`config.mk`:
```
export PLATFORM = sky130hd
export DESIGN_NAME = avc_config_record_parser_unit
export DESIGN_NICKNAME = d
export VERILOG_FILES = /design/src/design/acrp_pkg.sv /design/src/design/avc_config_record_parser_unit.sv
export SDC_FILE = /design/constraint.sdc
export NUM_CORES = 1
export LEC_CHECK = 0
export ABC_CLOCK_PERIOD_IN_PS = 5090
export BUFFER_PORTS_ARGS = -buffer_cell sky130_fd_sc_hd__buf_2
export CAP_MARGIN = 40
export CORE_ASPECT_RATIO = 1.1
export CORE_MARGIN = 2
export CORE_UTILIZATION = 40
export CTS_CLUSTER_SIZE = 20
export DETAILED_ROUTE_END_ITERATION = 10
export PLACE_DENSITY = 0.58
export SETUP_SLACK_MARGIN = 0.2
export SYNTH_ARGS = -nofsm -noshare
export SYNTH_HDL_FRONTEND = slang
export SYNTH_SLANG_ARGS = --single-unit
```
`constraint.sdc`:
```
create_clock -name i_clk -period 5.09 [get_ports i_clk]
set_input_delay 1.018 -clock i_clk [delete_from_list [all_inputs] [get_ports i_clk]]
set_output_delay 1.018 -clock i_clk [all_outputs]
set_load 0.05 [all_outputs]
```
`src/design/acrp_pkg.sv`:
```
package acrp_pkg;

    // parse phases
    localparam logic [3:0] PH_IDLE    = 4'd0;
    localparam logic [3:0] PH_HEADER  = 4'd1;
    localparam logic [3:0] PH_SPS_HI  = 4'd2;
    localparam logic [3:0] PH_SPS_LO  = 4'd3;
    localparam logic [3:0] PH_SPS_PAY = 4'd4;
    localparam logic [3:0] PH_PPS_CNT = 4'd5;
    localparam logic [3:0] PH_PPS_HI  = 4'd6;
    localparam logic [3:0] PH_PPS_LO  = 4'd7;
    localparam logic [3:0] PH_PPS_PAY = 4'd8;
    localparam logic [3:0] PH_DONE    = 4'd9;

    // byte kinds
    localparam logic [2:0] KIND_HDR     = 3'd0;
    localparam logic [2:0] KIND_SPS     = 3'd1;
    localparam logic [2:0] KIND_PPS     = 3'd2;
    localparam logic [2:0] KIND_SKIP    = 3'd3;
    localparam logic [2:0] KIND_IGNORED = 3'd4;

    // header byte positions
    localparam logic [2:0] HDR_VERSION = 3'd0;
    localparam logic [2:0] HDR_PROFILE = 3'd1;
    localparam logic [2:0] HDR_COMPAT  = 3'd2;
    localparam logic [2:0] HDR_LEVEL   = 3'd3;
    localparam logic [2:0] HDR_LENSIZE = 3'd4;

    // reserved marker bits
    localparam logic [5:0] MARK_LENSIZE = 6'h3F;
    localparam logic [2:0] MARK_SPSCNT  = 3'h7;

    // result item, before packing onto the output stream
    typedef struct packed {
        logic [2:0]  byte_kind;
        logic [7:0]  out_byte;
        logic        unit_end;
        logic [15:0] unit_length;
        logic        record_done;
        logic        marker_error;
        logic [7:0]  version_out;
        logic [7:0]  profile_out;
        logic [7:0]  compat_out;
        logic [7:0]  level_out;
        logic [2:0]  nal_length_size;
    } t_result;

endpackage

```
`src/design/avc_config_record_parser_unit.sv`:
```
// Channel  | Dir | Signals         | Content (lowest bit first)
// ---------+-----+-----------------+----------------------------------------------
// in       | in  | s_axis_t*       | tdata: in_byte[7:0]; tuser: record_start
// out      | out | m_axis_t*       | tdata: out_byte, unit_length, marker_error,
//          |     |                 |   version, profile, compat, level,
//          |     |                 |   nal_length_size, 4 pad bits
//          |     |                 | tuser: byte_kind[2:0], unit_end; tlast: done
//
// One item per cycle unless the output stalls; each item's result is registered
// and appears in the cycle after it is accepted, set by the single parser state
// update feeding the result register. Synchronous active-low reset returns the
// parser to idle and empties the result register. A stalled result holds; a new
// item is still taken in the cycle the waiting one is drained.
module avc_config_record_parser_unit (
    input  logic        i_clk,
    input  logic        i_rst_n,
    input  logic        s_axis_tvalid,
    output logic        s_axis_tready,
    input  logic [7:0]  s_axis_tdata,   // [7:0] in_byte
    input  logic        s_axis_tuser,   // [0] record_start
    output logic        m_axis_tvalid,
    input  logic        m_axis_tready,
    output logic [63:0] m_axis_tdata,   // [7:0] out_byte, [23:8] unit_length,
                                        // [24] marker_error, [32:25] version,
                                        // [40:33] profile, [48:41] compat,
                                        // [56:49] level, [59:57] nal_length_size
    output logic [3:0]  m_axis_tuser,   // [2:0] byte_kind, [3] unit_end
    output logic        m_axis_tlast    // record_done
);

    // parser state
    logic [3:0]  r_phase,    n_phase;
    logic [2:0]  r_hdr_idx,  n_hdr_idx;
    logic [4:0]  r_sps_rem,  n_sps_rem;
    logic [7:0]  r_pps_rem,  n_pps_rem;
    logic [7:0]  r_len_hi,   n_len_hi;
    logic [15:0] r_byte_rem, n_byte_rem;
    logic [15:0] r_cur_len,  n_cur_len;
    logic        r_first,    n_first;
    logic [7:0]  r_version,  n_version;
    logic [7:0]  r_profile,  n_profile;
    logic [7:0]  r_compat,   n_compat;
    logic [7:0]  r_level,    n_level;
    logic [2:0]  r_len_size, n_len_size;
    logic        r_error,    n_error;

    // result register
    logic                 r_out_valid;
    acrp_pkg::t_result    r_res, n_res;

    logic        accept;
    logic [7:0]  b;
    logic [2:0]  kind;
    logic        uend;
    logic        done;
    logic        in_sps;

    assign s_axis_tready = !r_out_valid || m_axis_tready;
    assign accept        = s_axis_tvalid && s_axis_tready;
    assign b             = s_axis_tdata;

    always_comb begin
        n_phase    = r_phase;
        n_hdr_idx  = r_hdr_idx;
        n_sps_rem  = r_sps_rem;
        n_pps_rem  = r_pps_rem;
        n_len_hi   = r_len_hi;
        n_byte_rem = r_byte_rem;
        n_cur_len  = r_cur_len;
        n_first    = r_first;
        n_version  = r_version;
        n_profile  = r_profile;
        n_compat   = r_compat;
        n_level    = r_level;
        n_len_size = r_len_size;
        n_error    = r_error;
        kind       = acrp_pkg::KIND_HDR;
        uend       = 1'b0;
        done       = 1'b0;
        in_sps     = 1'b0;

        // record start discards any parse in progress
        if (s_axis_tuser) begin
            n_phase    = acrp_pkg::PH_HEADER;
            n_hdr_idx  = 3'd0;
            n_sps_rem  = 5'd0;
            n_pps_rem  = 8'd0;
            n_len_hi   = 8'd0;
            n_byte_rem = 16'd0;
            n_cur_len  = 16'd0;
            n_first    = 1'b1;
            n_version  = 8'd0;
            n_profile  = 8'd0;
            n_compat   = 8'd0;
            n_level    = 8'd0;
            n_len_size = 3'd1;
            n_error    = 1'b0;
        end

        unique case (n_phase)
            acrp_pkg::PH_HEADER: begin
                unique case (n_hdr_idx)
                    acrp_pkg::HDR_VERSION: n_version = b;
                    acrp_pkg::HDR_PROFILE: n_profile = b;
                    acrp_pkg::HDR_COMPAT:  n_compat  = b;
                    acrp_pkg::HDR_LEVEL:   n_level   = b;
                    acrp_pkg::HDR_LENSIZE: begin
                        if (b[7:2] != acrp_pkg::MARK_LENSIZE) n_error = 1'b1;
                        n_len_size = {1'b0, b[1:0]} + 3'd1;
                    end
                    default: begin
                        // SPS count byte
                        if (b[7:5] != acrp_pkg::MARK_SPSCNT) n_error = 1'b1;
                        n_sps_rem = b[4:0];
                        n_first   = 1'b1;
                        n_phase   = (b[4:0] == 5'd0) ? acrp_pkg::PH_PPS_CNT
                                                     : acrp_pkg::PH_SPS_HI;
                    end
                endcase
                n_hdr_idx = n_hdr_idx + 3'd1;
            end
            acrp_pkg::PH_SPS_HI, acrp_pkg::PH_PPS_HI: begin
                n_len_hi = b;
                n_phase  = n_phase + 4'd1;
            end
            acrp_pkg::PH_SPS_LO, acrp_pkg::PH_PPS_LO: begin
                in_sps    = (n_phase == acrp_pkg::PH_SPS_LO);
                n_cur_len = {n_len_hi, b};
                if ({n_len_hi, b} == 16'd0) begin
                    // empty unit closes at its low length byte
                    uend    = n_first;
                    n_first = 1'b0;
                    if (in_sps) begin
                        n_sps_rem = n_sps_rem - 5'd1;
                        n_phase   = (n_sps_rem == 5'd0) ? acrp_pkg::PH_PPS_CNT
                                                        : acrp_pkg::PH_SPS_HI;
                    end else begin
                        n_pps_rem = n_pps_rem - 8'd1;
                        done      = (n_pps_rem == 8'd0);
                        n_phase   = done ? acrp_pkg::PH_DONE : acrp_pkg::PH_PPS_HI;
                    end
                end else begin
                    n_byte_rem = {n_len_hi, b};
                    n_phase    = n_phase + 4'd1;
                end
            end
            acrp_pkg::PH_SPS_PAY, acrp_pkg::PH_PPS_PAY: begin
                in_sps = (n_phase == acrp_pkg::PH_SPS_PAY);
                if (n_first) begin
                    kind = in_sps ? acrp_pkg::KIND_SPS : acrp_pkg::KIND_PPS;
                end else begin
                    kind = acrp_pkg::KIND_SKIP;
                end
                n_byte_rem = n_byte_rem - 16'd1;
                if (n_byte_rem == 16'd0) begin
                    uend    = n_first;
                    n_first = 1'b0;
                    if (in_sps) begin
                        n_sps_rem = n_sps_rem - 5'd1;
                        n_phase   = (n_sps_rem == 5'd0) ? acrp_pkg::PH_PPS_CNT
                                                        : acrp_pkg::PH_SPS_HI;
                    end else begin
                        n_pps_rem = n_pps_rem - 8'd1;
                        done      = (n_pps_rem == 8'd0);
                        n_phase   = done ? acrp_pkg::PH_DONE : acrp_pkg::PH_PPS_HI;
                    end
                end
            end
            acrp_pkg::PH_PPS_CNT: begin
                n_pps_rem = b;
                n_first   = 1'b1;
                done      = (b == 8'd0);
                n_phase   = done ? acrp_pkg::PH_DONE : acrp_pkg::PH_PPS_HI;
            end
            default: begin
                // idle or past the end: byte ignored
                kind = acrp_pkg::KIND_IGNORED;
            end
        endcase

        n_res.byte_kind       = kind;
        n_res.out_byte        = b;
        n_res.unit_end        = uend;
        n_res.unit_length     = n_cur_len;
        n_res.record_done     = done;
        n_res.marker_error    = n_error;
        n_res.version_out     = n_version;
        n_res.profile_out     = n_profile;
        n_res.compat_out      = n_compat;
        n_res.level_out       = n_level;
        n_res.nal_length_size = n_len_size;
    end

    always_ff @(posedge i_clk) begin
        if (!i_rst_n) begin
            r_phase     <= acrp_pkg::PH_IDLE;
            r_hdr_idx   <= 3'd0;
            r_sps_rem   <= 5'd0;
            r_pps_rem   <= 8'd0;
            r_len_hi    <= 8'd0;
            r_byte_rem  <= 16'd0;
            r_cur_len   <= 16'd0;
            r_first     <= 1'b1;
            r_version   <= 8'd0;
            r_profile   <= 8'd0;
            r_compat    <= 8'd0;
            r_level     <= 8'd0;
            r_len_size  <= 3'd1;
            r_error     <= 1'b0;
            r_out_valid <= 1'b0;
        end else begin
            if (accept) begin
                r_phase    <= n_phase;
                r_hdr_idx  <= n_hdr_idx;
                r_sps_rem  <= n_sps_rem;
                r_pps_rem  <= n_pps_rem;
                r_len_hi   <= n_len_hi;
                r_byte_rem <= n_byte_rem;
                r_cur_len  <= n_cur_len;
                r_first    <= n_first;
                r_version  <= n_version;
                r_profile  <= n_profile;
                r_compat   <= n_compat;
                r_level    <= n_level;
                r_len_size <= n_len_size;
                r_error    <= n_error;
            end
            if (accept) begin
                r_out_valid <= 1'b1;
            end else if (m_axis_tready) begin
                r_out_valid <= 1'b0;
            end
        end
    end

    // result payload, loaded with each accepted item
    always_ff @(posedge i_clk) begin
        if (accept) begin
            r_res <= n_res;
        end
    end

    assign m_axis_tvalid = r_out_valid;
    assign m_axis_tdata  = {4'd0, r_res.nal_length_size, r_res.level_out,
                            r_res.compat_out, r_res.profile_out, r_res.version_out,
                            r_res.marker_error, r_res.unit_length, r_res.out_byte};
    assign m_axis_tuser  = {r_res.unit_end, r_res.byte_kind};
    assign m_axis_tlast  = r_res.record_done;

endmodule

```
==> impl_metrics.env <==
export IMPL_drive_above_1_share=0.181
export IMPL_cts_tree="built"
export IMPL_p_comb_frac=0.186
export IMPL_synth_edff_count=65
export IMPL_root_buffer="clkbuf_16"
export IMPL_rsz0062_at_grt="no"
export IMPL_initial_core_util=0.404
export IMPL_vias=7985
export IMPL_intPower_mw=2.28
export IMPL_grt_start_max_net_pins=74
export IMPL_numCtsBuffers=17
export IMPL_cts_num_sinks=163
export IMPL_placementRows=57
export IMPL_dieArea_sq_mm=0.0233
export IMPL_post_cts_resized=0
export IMPL_synth_distinct_cells=85
export IMPL_synth_common_cells="142 x nand2_1, 141 x nor2_1, 98 x dfxtp_1"
export IMPL_synth_top_family_by_area="simple AND/OR/NAND/NOR gates"
export IMPL_seq_power_share=0.439
export IMPL_ys_ff_latch=163
export IMPL_ios=84
export IMPL_final_setup_worst_slack_ns=1.22
export IMPL_synth_area_leaders="dfxtp_1 22%, edfxtp_1 22%, nand2_1 6.0%"
export IMPL_clkPwrFrac=0.375
export IMPL_cap_violations=0
export IMPL_synthAdderAreaFrac=0.0240
export IMPL_grt_pass1_vias=7385
export IMPL_clock_skew_ns=0.0122
export IMPL_max_freq_mhz=259
export IMPL_synth_simple_gate_area_frac=0.257
export IMPL_grt_pass1_wl_um=41600
export IMPL_syn_area_sq_mm=0.00884
export IMPL_yosysTopAreaCellShare=0.222
export IMPL_first_iter_violations=816
export IMPL_setup_viol=0
export IMPL_synth_compound_area_frac=0.201
export IMPL_dp_hpwl_um=17000
export IMPL_synthFlopType="dfxtp_1"
export IMPL_pwr_density_cell_mw_per_mm2=333
export IMPL_crit_path_start_kind="primary input"
export IMPL_place_inst=1372
export IMPL_fp_dieW_um=146
export IMPL_firstDrtPassIters=5
export IMPL_io_buffers=79
export IMPL_clk_pin_slew_worst_paths_ns=0.07
export IMPL_min_period_ns=3.87
export IMPL_hold_slack_ns=0.458
export IMPL_postSynthAreaPerCell_sq_um=8.42
export IMPL_ant_nets=0
export IMPL_fin_util=0.461
export IMPL_gp_congestion=0.859
export IMPL_wl_um=26200
export IMPL_core_sq_mm=0.0219
export IMPL_fin_setup_tns_ns=0
export IMPL_power_leakage_nw=3.88
export IMPL_hold_class="reg2reg"
export IMPL_synth_seq_area_share=0.442
export IMPL_htreeDepth=4
export IMPL_vdd_ir_drop_max_mv=0.208
export IMPL_gr_total_overflow=0
export IMPL_synth_warning_count=0
export IMPL_synth_top_cell_by_area="dfxtp_1"
export IMPL_chipHeight_um=160
export IMPL_cts_hold_buffers=0
export IMPL_nets=1126
export IMPL_swShare=0.323
export IMPL_r2r_setup_slack_ns=1.79
export IMPL_async_flop_share=0
export IMPL_via_per_inst=5.68
export IMPL_cp_end_kind="flip-flop"
export IMPL_synth_area_mux_share=0.0144
export IMPL_drv_slew=0
export IMPL_post_cts_setup_buffer_count=0
export IMPL_tightestPinTransition_ns=0.749
export IMPL_crit_type="in2reg"
export IMPL_switching_power_mw=1.09
export IMPL_status="complete, no violations"
export IMPL_hold_viol_final=0
export IMPL_finalCritPeriodShare=0.760
export IMPL_area_growth_pct=14.1
export IMPL_cp_required_ns=5.40
export IMPL_antenna_found_initial=0
export IMPL_clk_latency_ns=0.43
export IMPL_cp_arrival_ns=4.18
export IMPL_synth_xor_area_frac=0.0139
export IMPL_wl_per_cell_um=18.6
export IMPL_grtUsageTotal=0.222
export IMPL_cp_max_fo=9
export IMPL_cts_buffer_depth=2
export IMPL_slew_headroom=0.496
export IMPL_synth_cells=1050
export IMPL_yosysMostFrequentCell="nand2_1"
export IMPL_dp_slack_ns=0.817
export IMPL_drc=0
export IMPL_finalNonFillerCells=1405
## worst max-delay path, cell delays in order
cell,delay (ns)
buf_2,0.19
inv_1,0.24
ha_1,0.18
or4b_1,0.55
or4_1,0.56
nor4_1,0.70
nand2_1,0.09
o21ai_0,0.10
o2111ai_1,0.15
a311oi_1,0.29
a211oi_1,0.08
## state kept, by name, summed over array words and instances (netlist names), 3 cells and up
name	flops
m_axis_tdata	60
r_byte_rem	16
r_cur_len	16
r_compat	8
r_len_hi	8
r_level	8
r_pps_rem	8
r_profile	8
r_version	8
r_sps_rem	5
m_axis_tuser	4
r_phase	4
r_hdr_idx	3
r_len_size	3
## kinds of logic after synthesis
| logic type | Yosys count |
|---|---|
| compound gates | 273 |
| xor+xnor | 14 |
| fa+ha+maj | 17 |
| buf+inv | 101 |
| flops | 163 |
| mux | 12 |
| other cells | 1 |
| simple gates | 469 |
## layout by cell type, fill, tap and decap left out, types with 7 or more instances in the layout
cell | Yosys | final
clkbuf_16 | 0 | 17
nor3_1 | 61 | 61
a31oi_1 | 11 | 11
inv_1 | 19 | 17
o21ai_0 | 53 | 53
o21ai_1 | 8 | 8
buf_4 | 5 | 24
edfxtp_1 | 65 | 65
nand4_1 | 7 | 7
mux2i_1 | 9 | 9
nor2_1 | 141 | 141
and3_1 | 27 | 27
o22ai_1 | 7 | 7
a21oi_1 | 85 | 85
xnor2_1 | 7 | 7
nor4_1 | 8 | 8
nand3_1 | 13 | 13
a31o_2 | 35 | 35
buf_2 | 1 | 79
dfxtp_1 | 98 | 98
nand2_1 | 142 | 141
nand2b_1 | 9 | 9
xor2_1 | 7 | 7
nor2b_1 | 15 | 15
ha_1 | 17 | 17
a22oi_1 | 17 | 17
## layer usage
layer,vias up,global-route usage,part of all wire
li1,3867,-,-
met1,3849,0.326,0.48
met2,237,0.346,0.46
met3,32,0.0294,0.045
met4,0,0.0588,0.015
met5,-,0,0
## power by group through the flow
stage | clock network, mW | registers, mW | logic [mW]
detailed placement | 0 | 1.51 | 0.620
floorplan | 0 | 1.61 | 0.357
finish | 1.26 | 1.48 | 0.625
global route | 1.33 | 1.48 | 0.676
CTS | 1.28 | 1.48 | 0.622
global placement | 0 | 1.50 | 0.615
## metrics by stage
stage	power, mW	instance area, sq um
2_1_floorplan	1.97	8860
6_report	3.36	10100
3_5_place_dp	2.13	9510
3_3_place_gp	2.12	9470
5_1_grt	3.49	10100
4_1_cts	3.38	10100
## worst paths after layout
kind / startpoint / to / depth (start not counted)
hold reg to reg: r_cur_len[10]$_SDFFE_PN0P_ / r_cur_len[10]$_SDFFE_PN0P_ / 2
setup / recovery: s_axis_tdata[0] / r_phase[2]$_SDFFE_PN0P_ / 11
hold / removal: r_cur_len[10]$_SDFFE_PN0P_ / r_cur_len[10]$_SDFFE_PN0P_ / 2
setup reg to reg: r_byte_rem[2]$_SDFFE_PN0P_ / r_sps_rem[4]$_SDFFE_PN0P_ / 8
## layout make-up
cell class / count / area [sq um]
diodes: 1 / 2.50
clock buffers: 18 / 439
clock inverters: 14 / 136
fillers: 2178 / 11800
inverters: 20 / 77.6
multi-input cells: 789 / 4530
flip-flops and latches: 163 / 3910
well taps: 295 / 369
repair buffers: 105 / 623
Power figures use the tool's default switching activity.
